--- config.mk ---
export PLATFORM = sky130hd
export DESIGN_NAME = segment_lcd_serial_writer_top
export DESIGN_NICKNAME = d
export VERILOG_FILES = /design/src/lcdw_pkg.sv /design/src/lcdw_ctrl.sv /design/src/lcdw_datapath.sv /design/src/segment_lcd_serial_writer_top.sv
export SDC_FILE = /design/constraint.sdc
export NUM_CORES = 1
export LEC_CHECK = 0
export BUFFER_PORTS_ARGS = -buffer_cell sky130_fd_sc_hd__buf_2
export CORE_AREA = 2 2 89 69
export DETAILED_ROUTE_END_ITERATION = 16
export DIE_AREA = 0 0 91 71
export PLACE_DENSITY = 0.74
export SYNTH_ARGS = -nofsm -noshare
export SYNTH_HDL_FRONTEND = slang
export SYNTH_SLANG_ARGS = --single-unit
--- constraint.sdc ---
create_clock -name clk_i -period 1.84 [get_ports clk_i]
set_clock_uncertainty 0.1 [all_clocks]
set_input_delay 0.184 -clock clk_i [delete_from_list [all_inputs] [get_ports clk_i]]
set_output_delay 0.184 -clock clk_i [all_outputs]
set_load 0.02 [all_outputs]
--- src/lcdw_pkg.sv ---
`default_nettype none
// ----------------------------------------------------------------------------
// lcdw_pkg
// Types, constants and lookup tables of the segment LCD serial writer.
// ----------------------------------------------------------------------------
package lcdw_pkg;

  localparam int unsigned NUM_DIGITS     = 17;
  localparam int unsigned ADDR_TABLE_LEN = 17;
  localparam int unsigned POS_LIMIT      = (NUM_DIGITS < ADDR_TABLE_LEN) ?
                                           (NUM_DIGITS - 1) : (ADDR_TABLE_LEN - 1);

  localparam int unsigned FRAME_BITS = 13;
  localparam int unsigned SEQ_BITS   = 2 * FRAME_BITS;
  localparam int unsigned CNT_W      = $clog2(SEQ_BITS + 1);

  localparam logic [2:0] MODE_COMMAND = 3'b100;
  localparam logic [2:0] MODE_DATA    = 3'b101;

  localparam logic [1:0] OP_COMMAND = 2'd0;
  localparam logic [1:0] OP_RAW     = 2'd1;
  localparam logic [1:0] OP_HEX     = 2'd2;
  localparam logic [1:0] OP_SEGMENT = 2'd3;

  typedef struct packed {
    logic [1:0] op;
    logic [4:0] position;
    logic [5:0] address;
    logic [7:0] value;
  } in_t;

  typedef struct packed {
    logic data_bit;
    logic frame_end;
    logic last;
  } out_t;

  typedef enum logic [1:0] {
    ST_IDLE = 2'b01,
    ST_BUSY = 2'b10
  } state_e;

  typedef struct packed {
    logic load;
    logic shift;
  } dp_cmd_t;

  typedef struct packed {
    logic last_bit;
  } dp_status_t;

  function automatic logic [5:0] base_addr(input logic [4:0] p);
    logic [5:0] a;
    case (p)
      5'd0:    a = 6'h22;
      5'd1:    a = 6'h20;
      5'd2:    a = 6'h1e;
      5'd3:    a = 6'h1c;
      5'd4:    a = 6'h1a;
      5'd5:    a = 6'h18;
      5'd6:    a = 6'h16;
      5'd7:    a = 6'h14;
      5'd8:    a = 6'h12;
      5'd9:    a = 6'h10;
      5'd10:   a = 6'h0e;
      5'd11:   a = 6'h0c;
      5'd12:   a = 6'h00;
      5'd13:   a = 6'h02;
      5'd14:   a = 6'h04;
      5'd15:   a = 6'h06;
      default: a = 6'h08;
    endcase
    return a;
  endfunction

  function automatic logic [3:0] font_even(input logic [3:0] d);
    logic [3:0] f;
    case (d)
      4'h0: f = 4'h7;  4'h1: f = 4'h2;  4'h2: f = 4'hb;  4'h3: f = 4'hb;
      4'h4: f = 4'he;  4'h5: f = 4'hd;  4'h6: f = 4'hd;  4'h7: f = 4'h3;
      4'h8: f = 4'hf;  4'h9: f = 4'hf;  4'ha: f = 4'hf;  4'hb: f = 4'hc;
      4'hc: f = 4'h5;  4'hd: f = 4'ha;  4'he: f = 4'hd;
      default: f = 4'hd;
    endcase
    return f;
  endfunction

  function automatic logic [3:0] font_odd(input logic [3:0] d);
    logic [3:0] f;
    case (d)
      4'h0: f = 4'h7;  4'h1: f = 4'h1;  4'h2: f = 4'h6;  4'h3: f = 4'h5;
      4'h4: f = 4'h1;  4'h5: f = 4'h5;  4'h6: f = 4'h7;  4'h7: f = 4'h1;
      4'h8: f = 4'h7;  4'h9: f = 4'h5;  4'ha: f = 4'h3;  4'hb: f = 4'h7;
      4'hc: f = 4'h6;  4'hd: f = 4'h7;  4'he: f = 4'h6;
      default: f = 4'h2;
    endcase
    return f;
  endfunction

  // Mode, address MSB first, nibble LSB first.
  function automatic logic [FRAME_BITS-1:0] write_frame(input logic [5:0] addr,
                                                        input logic [3:0] nib);
    return {MODE_DATA, addr, nib[0], nib[1], nib[2], nib[3]};
  endfunction

endpackage
`default_nettype wire

--- src/lcdw_ctrl.sv ---
`default_nettype none
// ----------------------------------------------------------------------------
// lcdw_ctrl
// Controller: takes one request word, then sends its bits until the last.
// ----------------------------------------------------------------------------
module lcdw_ctrl import lcdw_pkg::*; (
  input  wire logic       clk_i,
  input  wire logic       rst_ni,
  input  wire logic       in_valid_i,
  output logic            in_stall_o,
  output logic            out_valid_o,
  input  wire logic       out_stall_i,
  input  wire dp_status_t status_i,
  output dp_cmd_t         cmd_o
);

  state_e state_q, state_d;

  assign in_stall_o  = (state_q != ST_IDLE);
  assign out_valid_o = (state_q == ST_BUSY);
  assign cmd_o.load  = in_valid_i && (state_q == ST_IDLE);
  assign cmd_o.shift = (state_q == ST_BUSY) && !out_stall_i;

  always_comb begin
    state_d = state_q;
    case (state_q)
      ST_IDLE: begin
        if (in_valid_i) state_d = ST_BUSY;
      end
      ST_BUSY: begin
        if (!out_stall_i && status_i.last_bit) state_d = ST_IDLE;
      end
      default: state_d = ST_IDLE;
    endcase
  end

  always_ff @(posedge clk_i or negedge rst_ni) begin
    if (!rst_ni) begin
      state_q <= ST_IDLE;
    end else begin
      state_q <= state_d;
    end
  end

endmodule
`default_nettype wire

--- src/lcdw_datapath.sv ---
`default_nettype none
// ----------------------------------------------------------------------------
// lcdw_datapath
// Builds the bit sequence of a request and shifts it out MSB first.
// ----------------------------------------------------------------------------
module lcdw_datapath import lcdw_pkg::*; (
  input  wire logic    clk_i,
  input  wire logic    rst_ni,
  input  wire in_t     in_data_i,
  input  wire dp_cmd_t cmd_i,
  output dp_status_t   status_o,
  output out_t         out_data_o
);

  logic [SEQ_BITS-1:0] bits_q, bits_d;
  logic [SEQ_BITS-1:0] fe_q, fe_d;
  logic [CNT_W-1:0]    cnt_q, cnt_d;

  logic [4:0]            pos;
  logic [5:0]            base;
  logic [3:0]            ev, od;
  logic [SEQ_BITS-1:0]   seq;
  logic [SEQ_BITS-1:0]   fe;
  logic [CNT_W-1:0]      len;

  always_comb begin
    pos  = (in_data_i.position > 5'(POS_LIMIT)) ? 5'(POS_LIMIT) : in_data_i.position;
    base = base_addr(pos);
    if (in_data_i.op == OP_HEX) begin
      ev = font_even(in_data_i.value[3:0]);
      od = font_odd(in_data_i.value[3:0]);
    end else begin
      // Remap GFEDCBA into the two display nibbles.
      ev = {in_data_i.value[6], in_data_i.value[1], in_data_i.value[5], in_data_i.value[0]};
      od = {1'b0, in_data_i.value[3], in_data_i.value[2], in_data_i.value[4]};
    end

    seq = '0;
    fe  = '0;
    case (in_data_i.op)
      OP_COMMAND: begin
        seq = {MODE_COMMAND, in_data_i.value, 1'b1, (SEQ_BITS - 12)'(0)};
        fe[SEQ_BITS-12] = 1'b1;
        len = CNT_W'(12);
      end
      OP_RAW: begin
        seq = {write_frame(in_data_i.address, in_data_i.value[3:0]),
               (SEQ_BITS - FRAME_BITS)'(0)};
        fe[SEQ_BITS-FRAME_BITS] = 1'b1;
        len = CNT_W'(FRAME_BITS);
      end
      default: begin
        seq = {write_frame(base, ev), write_frame(base + 6'd1, od)};
        fe[SEQ_BITS-FRAME_BITS] = 1'b1;
        fe[0] = 1'b1;
        len = CNT_W'(SEQ_BITS);
      end
    endcase
  end

  always_comb begin
    bits_d = bits_q;
    fe_d   = fe_q;
    cnt_d  = cnt_q;
    if (cmd_i.load) begin
      bits_d = seq;
      fe_d   = fe;
      cnt_d  = len;
    end else if (cmd_i.shift) begin
      // Advance to the next bit.
      bits_d = {bits_q[SEQ_BITS-2:0], 1'b0};
      fe_d   = {fe_q[SEQ_BITS-2:0], 1'b0};
      cnt_d  = cnt_q - CNT_W'(1);
    end
  end

  always_ff @(posedge clk_i or negedge rst_ni) begin
    if (!rst_ni) begin
      cnt_q <= '0;
    end else begin
      cnt_q <= cnt_d;
    end
  end

  always_ff @(posedge clk_i) begin
    bits_q <= bits_d;
    fe_q   <= fe_d;
  end

  assign status_o.last_bit    = (cnt_q == CNT_W'(1));
  assign out_data_o.data_bit  = bits_q[SEQ_BITS-1];
  assign out_data_o.frame_end = fe_q[SEQ_BITS-1];
  assign out_data_o.last      = (cnt_q == CNT_W'(1));

endmodule
`default_nettype wire

--- src/segment_lcd_serial_writer_top.sv ---
// The first bit of a request is offered in the cycle after its word is taken.
// One bit per cycle leaves the shift register while the output does not stall;
// a command has 12 bits, a raw write 13 and a show 26. A new word is loaded only
// in idle, after the last bit. Output stalls stretch an item by the stalled cycles.
// Reset: asynchronous, active low; the controller returns to idle.
`default_nettype none
// ----------------------------------------------------------------------------
// segment_lcd_serial_writer_top
// Serializes command and display writes for a three-wire segment LCD driver.
// ----------------------------------------------------------------------------
module segment_lcd_serial_writer_top import lcdw_pkg::*; (
  input  wire logic clk_i,
  input  wire logic rst_ni,
  input  wire logic in_valid_i,
  output logic      in_stall_o,
  input  wire in_t  in_data_i,
  output logic      out_valid_o,
  input  wire logic out_stall_i,
  output out_t      out_data_o
);

  dp_cmd_t    cmd;
  dp_status_t status;

  lcdw_ctrl u_ctrl (
    .clk_i       (clk_i),
    .rst_ni      (rst_ni),
    .in_valid_i  (in_valid_i),
    .in_stall_o  (in_stall_o),
    .out_valid_o (out_valid_o),
    .out_stall_i (out_stall_i),
    .status_i    (status),
    .cmd_o       (cmd)
  );

  lcdw_datapath u_dp (
    .clk_i      (clk_i),
    .rst_ni     (rst_ni),
    .in_data_i  (in_data_i),
    .cmd_i      (cmd),
    .status_o   (status),
    .out_data_o (out_data_o)
  );

endmodule
`default_nettype wire

== Word-level counts from Yosys, hierarchy flattened ==
Memories as Yosys holds them, arrays and structs flattened.
Index checks and enable logic that the tools add are counted.

* Flip-flop bits (word level): 59
* Bits in read-only memories: 192
* Bits of input ports: 25
* Output and inout bits: 5
* Logic and storage cells: 45
* Memories: 3

* $add $sub $neg: 2
* Order comparisons: 1
* Equality and inequality tests: 8
* Mux-type cells: 18
* Reductions and logical operators: 8

{| class="wikitable"
|+ Memories
! memory !! depth !! width !! read ports !! clocked after memory_dff !! write ports !! RTL line !! RTL
|-
| (name not given) || 16 || 5 || 1 || 0 || 0 || lcdw_pkg.sv:54 || <nowiki>case (p)</nowiki>
|-
| (name not given) || 16 || 4 || 1 || 0 || 0 || lcdw_pkg.sv:78 || <nowiki>case (d)</nowiki>
|-
| (name not given) || 16 || 3 || 1 || 0 || 0 || lcdw_pkg.sv:90 || <nowiki>case (d)</nowiki>
|}

{| class="wikitable"
|+ Operators by type and width
! kind !! number
|-
| 26-bit 2-to-1 mux || 2
|-
| 24-bit case mux with 2 select lines || 1
|-
| 15-bit 2-to-1 mux || 2
|-
| 5-bit 2-to-1 mux || 3
|-
| 5-bit case mux with 2 select lines || 1
|-
| 4-bit 2-to-1 mux || 2
|-
| 6-bit by 1-bit adder with 6-bit output (second input constant) || 1
|-
| 6-bit 2-to-1 mux || 1
|-
| 5-bit by 1-bit equality test with 1-bit output (second input constant) || 1
|-
| 5-bit greater-than comparator (second input constant) || 1
|-
| 5-bit by 1-bit subtractor with 5-bit output (second input constant) || 1
|-
| 2-bit by 1-bit equality test with 1-bit output (second input constant) || 2
|-
| 2-bit equality test (second input constant) || 2
|-
| 2-bit 2-to-1 mux || 2
|-
| 2-bit by 1-bit != test with 1-bit output (second input constant) || 2
|-
| 2-bit case mux with 2 select lines || 1
|-
| 1-bit logical AND || 3
|-
| 1-bit 2-to-1 mux || 3
|-
| 2-bit zero test || 1
|-
| 2-bit != test (second input constant) || 1
|-
| 2-bit AND reduction || 1
|-
| 2-bit nonzero test || 1
|-
| 2-bit OR reduction || 1
|-
| 1-bit zero test || 1
|}

== Logic depth before layout (Yosys ltp) ==
Gate-level depths: netlist of run 1.
An unclocked memory read counts as a cell.

* Depth in word-level cells: 7
* Gate-level depth with buffers: 7

== Cells and area by module ==
From an unflattened synthesis of run 1, not the netlist that was laid out.

* Cell total of the unflattened synthesis: 269
* Area total of the unflattened synthesis: 2975.4 um^2

{| class="wikitable"
|+ By module, submodules not included
! module !! times used !! cells each !! area an instance (um^2) !! sequential area each (um^2)
|-
| lcdw_datapath || 1 || 258 || 2870.3 || 1426.4
|-
| lcdw_ctrl || 1 || 11 || 105.1 || 51.3
|}

== Worst setup path before layout of run 1 ==
OpenSTA, ideal clock, no wires.

* Kind: register -> register
* Start point: register u_ctrl.state_q[0]
* End point: register u_dp.cnt_q[1]
* Setup time: 0.172 ns
* Arrival: 1.733 ns
* Required time: 1.568 ns
* Path slack: -0.165 ns
* Stages on the path, launching flop included: 6
* Path buffers: 1
* Period minus slack after synthesis: 2.005 ns
* Cells stage by stage: dfstp_2 and3b_1 buf_6 nor2_4 inv_1 o221ai_1

* Word-level cells in the longest chain between the ends: 3
* Elaborated cells between the ends (all ways): 6

{| class="wikitable"
|+ RTL lines
! what !! RTL line !! RTL
|-
| start, declared || lcdw_ctrl.sv:17 || <nowiki>state_e state_q, state_d;</nowiki>
|-
| start signal, assigned || lcdw_ctrl.sv:41 || <nowiki>state_q <= state_d;</nowiki>
|-
| 2-bit by 1-bit equality test with 1-bit output / 2-bit equality test (equally long branches) || lcdw_ctrl.sv:21, lcdw_ctrl.sv:22 ||
|-
| 1-bit logical AND (on tied branches) || lcdw_ctrl.sv:21, lcdw_ctrl.sv:22 ||
|-
| 5-bit 2-to-1 mux / 2-bit nonzero test (equally long branches) || n/a ||
|-
| end signal, assigned || lcdw_datapath.sv:81 || <nowiki>cnt_q <= cnt_d;</nowiki>
|-
| end, declared || lcdw_datapath.sv:17 || <nowiki>logic [CNT_W-1:0] cnt_q, cnt_d;</nowiki>
|}

Several ways; a longest one is shown, not always the timed one.
A chain may end at the register's enable or synchronous reset.

==> run metrics, run 1 <==
Setup crit start kind=flop; final setup fails=0; hold path start=out_stall_i; syn_nets=294; Detail Route Antenna Nets=0; Vias/cell=5.47; WP data required=1.56 ns; Mean Syn Cell Area=10.9 µm²; final hold viol count=0; Yosys top cell area share=0.298; Core Util, Final=0.584; Yosys top cell by area=edfxtp_1; ys flop type=edfxtp_1; status=finished clean; GRT overflow=0; DIE AREA=6460 µm²; final wirelength=5600 µm; pwr dens=1370 nW/µm²; FILL cells=497; cell count after synthesis=258; H-tree Lvls=3; placed cells=356; placer congestion estimate=0.867; critical-path cell list=inv_1, ha_1, nor4b_4, buf_4; Slew Viols, Final=0; Die W=91 µm; WP data arrival=1.39 ns; core box area=5650 µm²; post-route insts no fill=374; slew margin rel.=0.779; drt pass-1 iters=4; met2 WL post-DR=2500 µm; Longest Clk Path Bufs=2; CP startpoint=u_dp.cnt_q[1]; Root Buffer=clkbuf_8; initial antenna violation count=0; P&R area growth vs syn=17.0%; detailed placer's ending HPWL=3760 µm; Yosys cell types=46; total of warnings raised by yosys=0; Least-Margin Pin Slew=0.330 ns; wire length on met3=282 µm; top layer reached by signal wires=met4; CTS tree=done; largest net degree at the start of global routing=32; Max Cap Viol=0; layout cells sized above 1=0.243; via count=2045; min cycle time layout=1.67 ns; IO Port Bufs=29; met1 WL=2740 µm; Skew-Pair Late Insertion Delay=0.34 ns; Initial DRC Count=169; top cells by area, synth=edfxtp_1 30%, dfxtp_1 16%, a22o_1 7.8%, dfrtp_1 5.3%, ha_1 4.9%; ANT cells=0; Leakage=0.00136 µW; asr flop ratio synth=0.121; Pwr Total=4510 µW; final worst-path cycle share=0.907; Seq/Total Area, Yosys=0.524; drt wl/cell=15.0 µm; unrepaired setup endpoints after global routing=false; die height=71 µm; critical-path maximum fanout=3; crit path capture type=output pin; Largest delay share family, worst path=flip-flops; clk sinks=58; CP peak stage delay=0.39 ns; Worst R2R Start=u_ctrl.state_q[0]; Starting Density=0.499; Rows=24; Total GRT Usage=0.187; Post-route DRC=0; Post-synth EDFFs=28; clk slew on worst S/H paths=0.07 ns; register bit total from synthesis=58; Mapped Area=2820 µm²; first-pass GRT wire length=9380 µm; VDD IR max=0.00111 V; maximum clock frequency=0.599 GHz; CP Class=reg2out; vias in the first global route=1951; flop2flop setup slack=0.17 ns; slowest stage cell, crit path=dfrtp_1; post-layout net count=327; Inserted Clock Buffers=9; Hold WC Path Type=in2reg; I/O pin count=30; Buf+Inv Stages, Crit Path=2
-- cells by family (layout without fill, tap and decap cells) --
kind of cell / count (synthesis) / count (layout) / synth area share
xor gates and xnor gates: 2 / 2 / 0.00622
adders and majority gates: 11 / 11 / 0.0488
buffers and inverters: 32 / 70 / 0.0635
AOI/OAI and AO/OA: 77 / 77 / 0.194
DFF: 58 / 58 / 0.524
muxes: 7 / 7 / 0.0266
and+or+nand+nor: 71 / 71 / 0.137
-- where the power goes --
group          total, µW  switching [µW]  leakage (µW)  internal, µW
clock               1280             559      0.000113           720
combinational       1220             726      0.000715           492
sequential          2020             184      0.000531          1830
-- registers in the layout, indices dropped and copies added (netlist names) --
register,count
u_ctrl.state_q,2
u_dp.fe_q,26
u_dp.cnt_q,5
u_dp.bits_q,25
-- cells in the mapped netlist (4+ instances only) --
cell type   n
nand2b_1    6
mux2_2      4
buf_4       5
nand2_1    25
a21oi_1    13
ha_1       11
o21ai_0    15
a22o_1     25
inv_1      12
dfrtp_1     6
a31oi_1     4
nor2b_1     8
buf_2       7
buf_6       4
dfxtp_1    23
nor2_1     13
a211oi_1    4
edfxtp_1   28
-- per-stage QoR --
step / cell area [µm²] / hold slack (ns) / TNS (ns) / setup slack (ns)
final: 3300 / 0.0579 / 0 / 0.171
after global routing: 3300 / 0.0490 / 0 / 0.0374
after CTS: 3270 / 0.0393 / 0 / 0.0396
after detailed placement: 3040 / -0.0643 / -0.0152 / -0.0152
after global placement: 3040 / -0.0670 / 0 / 0.0751
after floorplan: 2820 / -0.212 / 0 / 0.0611
-- routing by layer --
layer | vias up | track usage
li1 | 1009 | -
met1 | 978 | 0.259
met2 | 51 | 0.276
met3 | 7 | 0.0618
met4 | 0 | 0.0690
met5 | - | 0
-- worst paths after layout --
check,to,depth (start not counted)
max,out_data_o[0],4
min,u_ctrl.state_q[0],3
max reg2reg,u_dp.bits_q[20],5
min reg2reg,u_dp.fe_q[15],1
max in group asynchronous,u_ctrl.state_q[0],2
min in group asynchronous,u_dp.cnt_q[0],2
-- cell usage in the layout, fill, tap and decap left out, drive strengths merged, types with 2 or more instances in the layout --
cell type	n
nand2	26
a311oi	2
nor3b	3
a22o	25
a21o	2
nor3	3
buf	41
nor2	14
dfxtp	23
a221oi	3
o31ai	3
nor2b	8
mux2i	3
clkbuf	10
ha	11
a211oi	4
a31oi	4
o21ai	15
a21oi	14
nand3b	2
mux2	4
dfrtp	6
nand2b	6
edfxtp	28
and2	2
inv	15
xor2	2
o221ai	2
-- cell type report --
class                      count  area, µm²  area share
sequential                    58       1480       0.448
multi-input combinational    168       1180       0.359
timing repair buffer          42        273      0.0827
clock buffer                  10        149      0.0451
tap                           78       97.6      0.0296
clock inverter                 6       68.8      0.0209
inverter                      12       48.8      0.0148
-- timing repair --
action | 4_1_cts | 5_1_grt
resized for setup | 1 | 4
pin swaps | 0 | 0
gates cloned | 0 | 0
setup endpoints to repair | 1 | 3
hold endpoints to repair | 7 | 0
hold buffers | 1 | 0
buffers inserted | 0 | 1
-- worst min-delay path: stages --
cell and delay [ns]:
buf_2 0.12, nand2b_1 0.13, a21oi_2 0.06
Power figures use the tool's default switching activity.
==> run 2: changes to the inputs <==
--- a/config.mk
+++ b/config.mk
@@ -6,10 +6,10 @@
 export NUM_CORES = 1
 export LEC_CHECK = 0
 export BUFFER_PORTS_ARGS = -buffer_cell sky130_fd_sc_hd__buf_2
-export CORE_AREA = 2 2 89 69
+export CORE_AREA = 2 2 160 84
 export DETAILED_ROUTE_END_ITERATION = 16
-export DIE_AREA = 0 0 91 71
-export PLACE_DENSITY = 0.74
+export DIE_AREA = 0 0 162 86
+export PLACE_DENSITY = 0.4
 export SYNTH_ARGS = -nofsm -noshare
 export SYNTH_HDL_FRONTEND = slang
 export SYNTH_SLANG_ARGS = --single-unit
==> run 2 against run 1 <==
  * Hold slack better by 0.0098 ns
  * Sequential share of layout area is 3.2 points lower
  * Global-route usage fell by 8.3 points
  * Final area increased by 7.7%
  * Critical path type is now reg2reg
  * Largest power group unchanged
==> run metrics, run 2 (same netlist as run 1, synthesis figures left out) <==
status=finished clean (unchanged); drt wl/cell=14.3 µm (was 15.0 µm); Hold Path Depth=3 (unchanged); I/O pin count=30 (unchanged); Total GRT Usage=0.104 (was 0.187); setup bufs post-CTS=0 (unchanged); Crit. path cell count=3 (was 4); Design Area, Final=3550 µm² (was 3300 µm²); Largest delay share family, worst path=flip-flops (unchanged); WP data required=1.81 ns (was 1.56 ns); Starting Density=0.227 (was 0.499); Root Buffer=clkbuf_16 (was clkbuf_8); Initial DRC Count=156 (was 169); min cycle time layout=1.73 ns (was 1.67 ns); initial antenna violation count=0 (unchanged); WP data arrival=1.69 ns (was 1.39 ns); Reg with most FFs=u_dp.fe_q (unchanged); Hold WC Path Type=in2reg (unchanged); Core Util, Final=0.286 (was 0.584); H-tree Lvls=3 (unchanged); P&R area growth vs syn=26.1% (was 17.0%); layout cells sized above 1=0.254 (was 0.243); drt pass-1 iters=4 (unchanged); clk sinks=58 (unchanged); CP Class=reg2reg (was reg2out); die height=86 µm (was 71 µm); clk slew on worst S/H paths=0.06 ns (was 0.07 ns); vias in the first global route=1926 (was 1951); Longest Clk Path Bufs=2 (unchanged); max FFs per register=26 (unchanged); pwr dens=1420 nW/µm² (was 1370 nW/µm²); Buf+Inv Stages, Crit Path=1 (was 2); dpl ws=-0.0656 ns (was -0.0152 ns); placer congestion estimate=0.767 (was 0.867); Post-route DRC=0 (unchanged); DIE AREA=13900 µm² (was 6460 µm²); most frequent cells in the layout=29 x buf_2, 28 x edfxtp_1, 25 x nand2_1, 25 x a22o_1, 23 x dfxtp_1 (was 28 x buf_2, 28 x edfxtp_1, 25 x nand2_1, 25 x a22o_1, 23 x dfxtp_1); Placed Area=3200 µm² (was 3040 µm²); Die W=162 µm (was 91 µm); CTS tree=done (unchanged); crit path capture type=flop (was output pin); CP peak stage delay=0.58 ns (was 0.39 ns); Reg2Reg Depth=3 (was 5); post-layout net count=330 (was 327); ANT cells=0 (unchanged); commonest non-fill, non-tap cell in the layout=buf_2; slowest stage cell, crit path=dfstp_2 (was dfrtp_1); detailed placer's ending HPWL=4730 µm (was 3760 µm); core box area=12400 µm² (was 5650 µm²); Slew Viols, Final=0 (unchanged); final hold viol count=0 (unchanged); unrepaired setup endpoints after global routing=false (unchanged); Max Cap Viol=0 (unchanged); final worst-path cycle share=0.938 (was 0.907); critical-path cell list=nand3b_1, buf_12, o21ai_0 (was inv_1, ha_1, nor4b_4, buf_4); VDD IR max=0.000483 V (was 0.00111 V); slew margin rel.=0.674 (was 0.779); GRT overflow=0 (unchanged); Least-Margin Pin Slew=0.484 ns (was 0.330 ns); Rows=29 (was 24); Detail Route Antenna Nets=0 (unchanged); Inserted Clock Buffers=9 (unchanged); Final WS setup=0.114 ns (was 0.171 ns); final setup fails=0 (unchanged); Leakage=0.00142 µW (was 0.00136 µW); Final TNS setup=0 ns (unchanged); critical-path maximum fanout=31 (was 3); IO Port Bufs=29 (unchanged); Vias/cell=4.29 (was 5.47); maximum clock frequency=0.579 GHz (was 0.599 GHz); largest net degree at the start of global routing=32 (unchanged); final wirelength=6730 µm (was 5600 µm); Skew-Pair Late Insertion Delay=0.32 ns (was 0.34 ns); Fin Hold WS=0.0677 ns (was 0.0579 ns); via count=2012 (was 2045); biggest regs=u_dp.fe_q x26, u_dp.bits_q x25, u_dp.cnt_q x5 (unchanged); first-pass GRT wire length=10900 µm (was 9380 µm); Setup crit start kind=flop (unchanged)
[run 2: cell count changes in the layout (fill, tap and decap cells not counted), sizes merged]
cell    before  now
clkbuf      10   12
inv         15   12
clkinv       1    3
bufinv       1    0
buf         41   44
[run 2: what timing repair did]
item                                    in CTS  in global routing
hold buffers                                 1                  0
endpoints found under the setup margin       1                 31
endpoints found under the hold margin        7                  0
gates resized for setup                      1                  4
[run 2: per-layer routing]
layer | global-route usage | routed length, µm
met5 | 0 | 0
met4 | 0.0290 | 35
met3 | 0.0450 | 481
met2 | 0.118 | 2420
met1 | 0.165 | 3790
[run 2: layout make-up]
cell class              count  area [µm²]
fillers                  1315        8860
multi-input cells         168        1190
flip-flops and latches     58        1480
clock inverters             4        28.8
inverters                  12        48.8
well taps                 170         213
repair buffers             45         305
clock buffers              12         289
[run 2: report_power, final]
group / internal, µW / switching, µW / leakage (µW)
Sequential: 1830 / 164 / 0.000531
Clock: 1110 / 597 / 0.000159
Combinational: 522 / 803 / 0.000733
[run 2: final timing paths]
kind | from | to | slack [ns]
min in group asynchronous | rst_ni | u_dp.cnt_q[0] | 0.14
worst max-delay path | u_ctrl.state_q[0] | u_dp.bits_q[2] | 0.11
worst min-delay path | out_stall_i | u_ctrl.state_q[0] | 0.07
max in group asynchronous | rst_ni | u_ctrl.state_q[0] | 1.26
worst max register to register | u_ctrl.state_q[0] | u_dp.bits_q[2] | 0.11
worst min register to register | u_dp.fe_q[14] | u_dp.fe_q[15] | 0.36
[run 2: through the flow]
step / std cells / power, µW
detailed placement: 452 / 3320
finish: 469 / 5030
global placement: 452 / 3330
global route: 469 / 5350
floorplan: 258 / 2870
CTS: 469 / 5070
[run 2: tightest hold or removal path, cell delays in order]
cell and delay [ns]:
buf_2 0.11, nand2b_1 0.12, a21oi_2 0.07
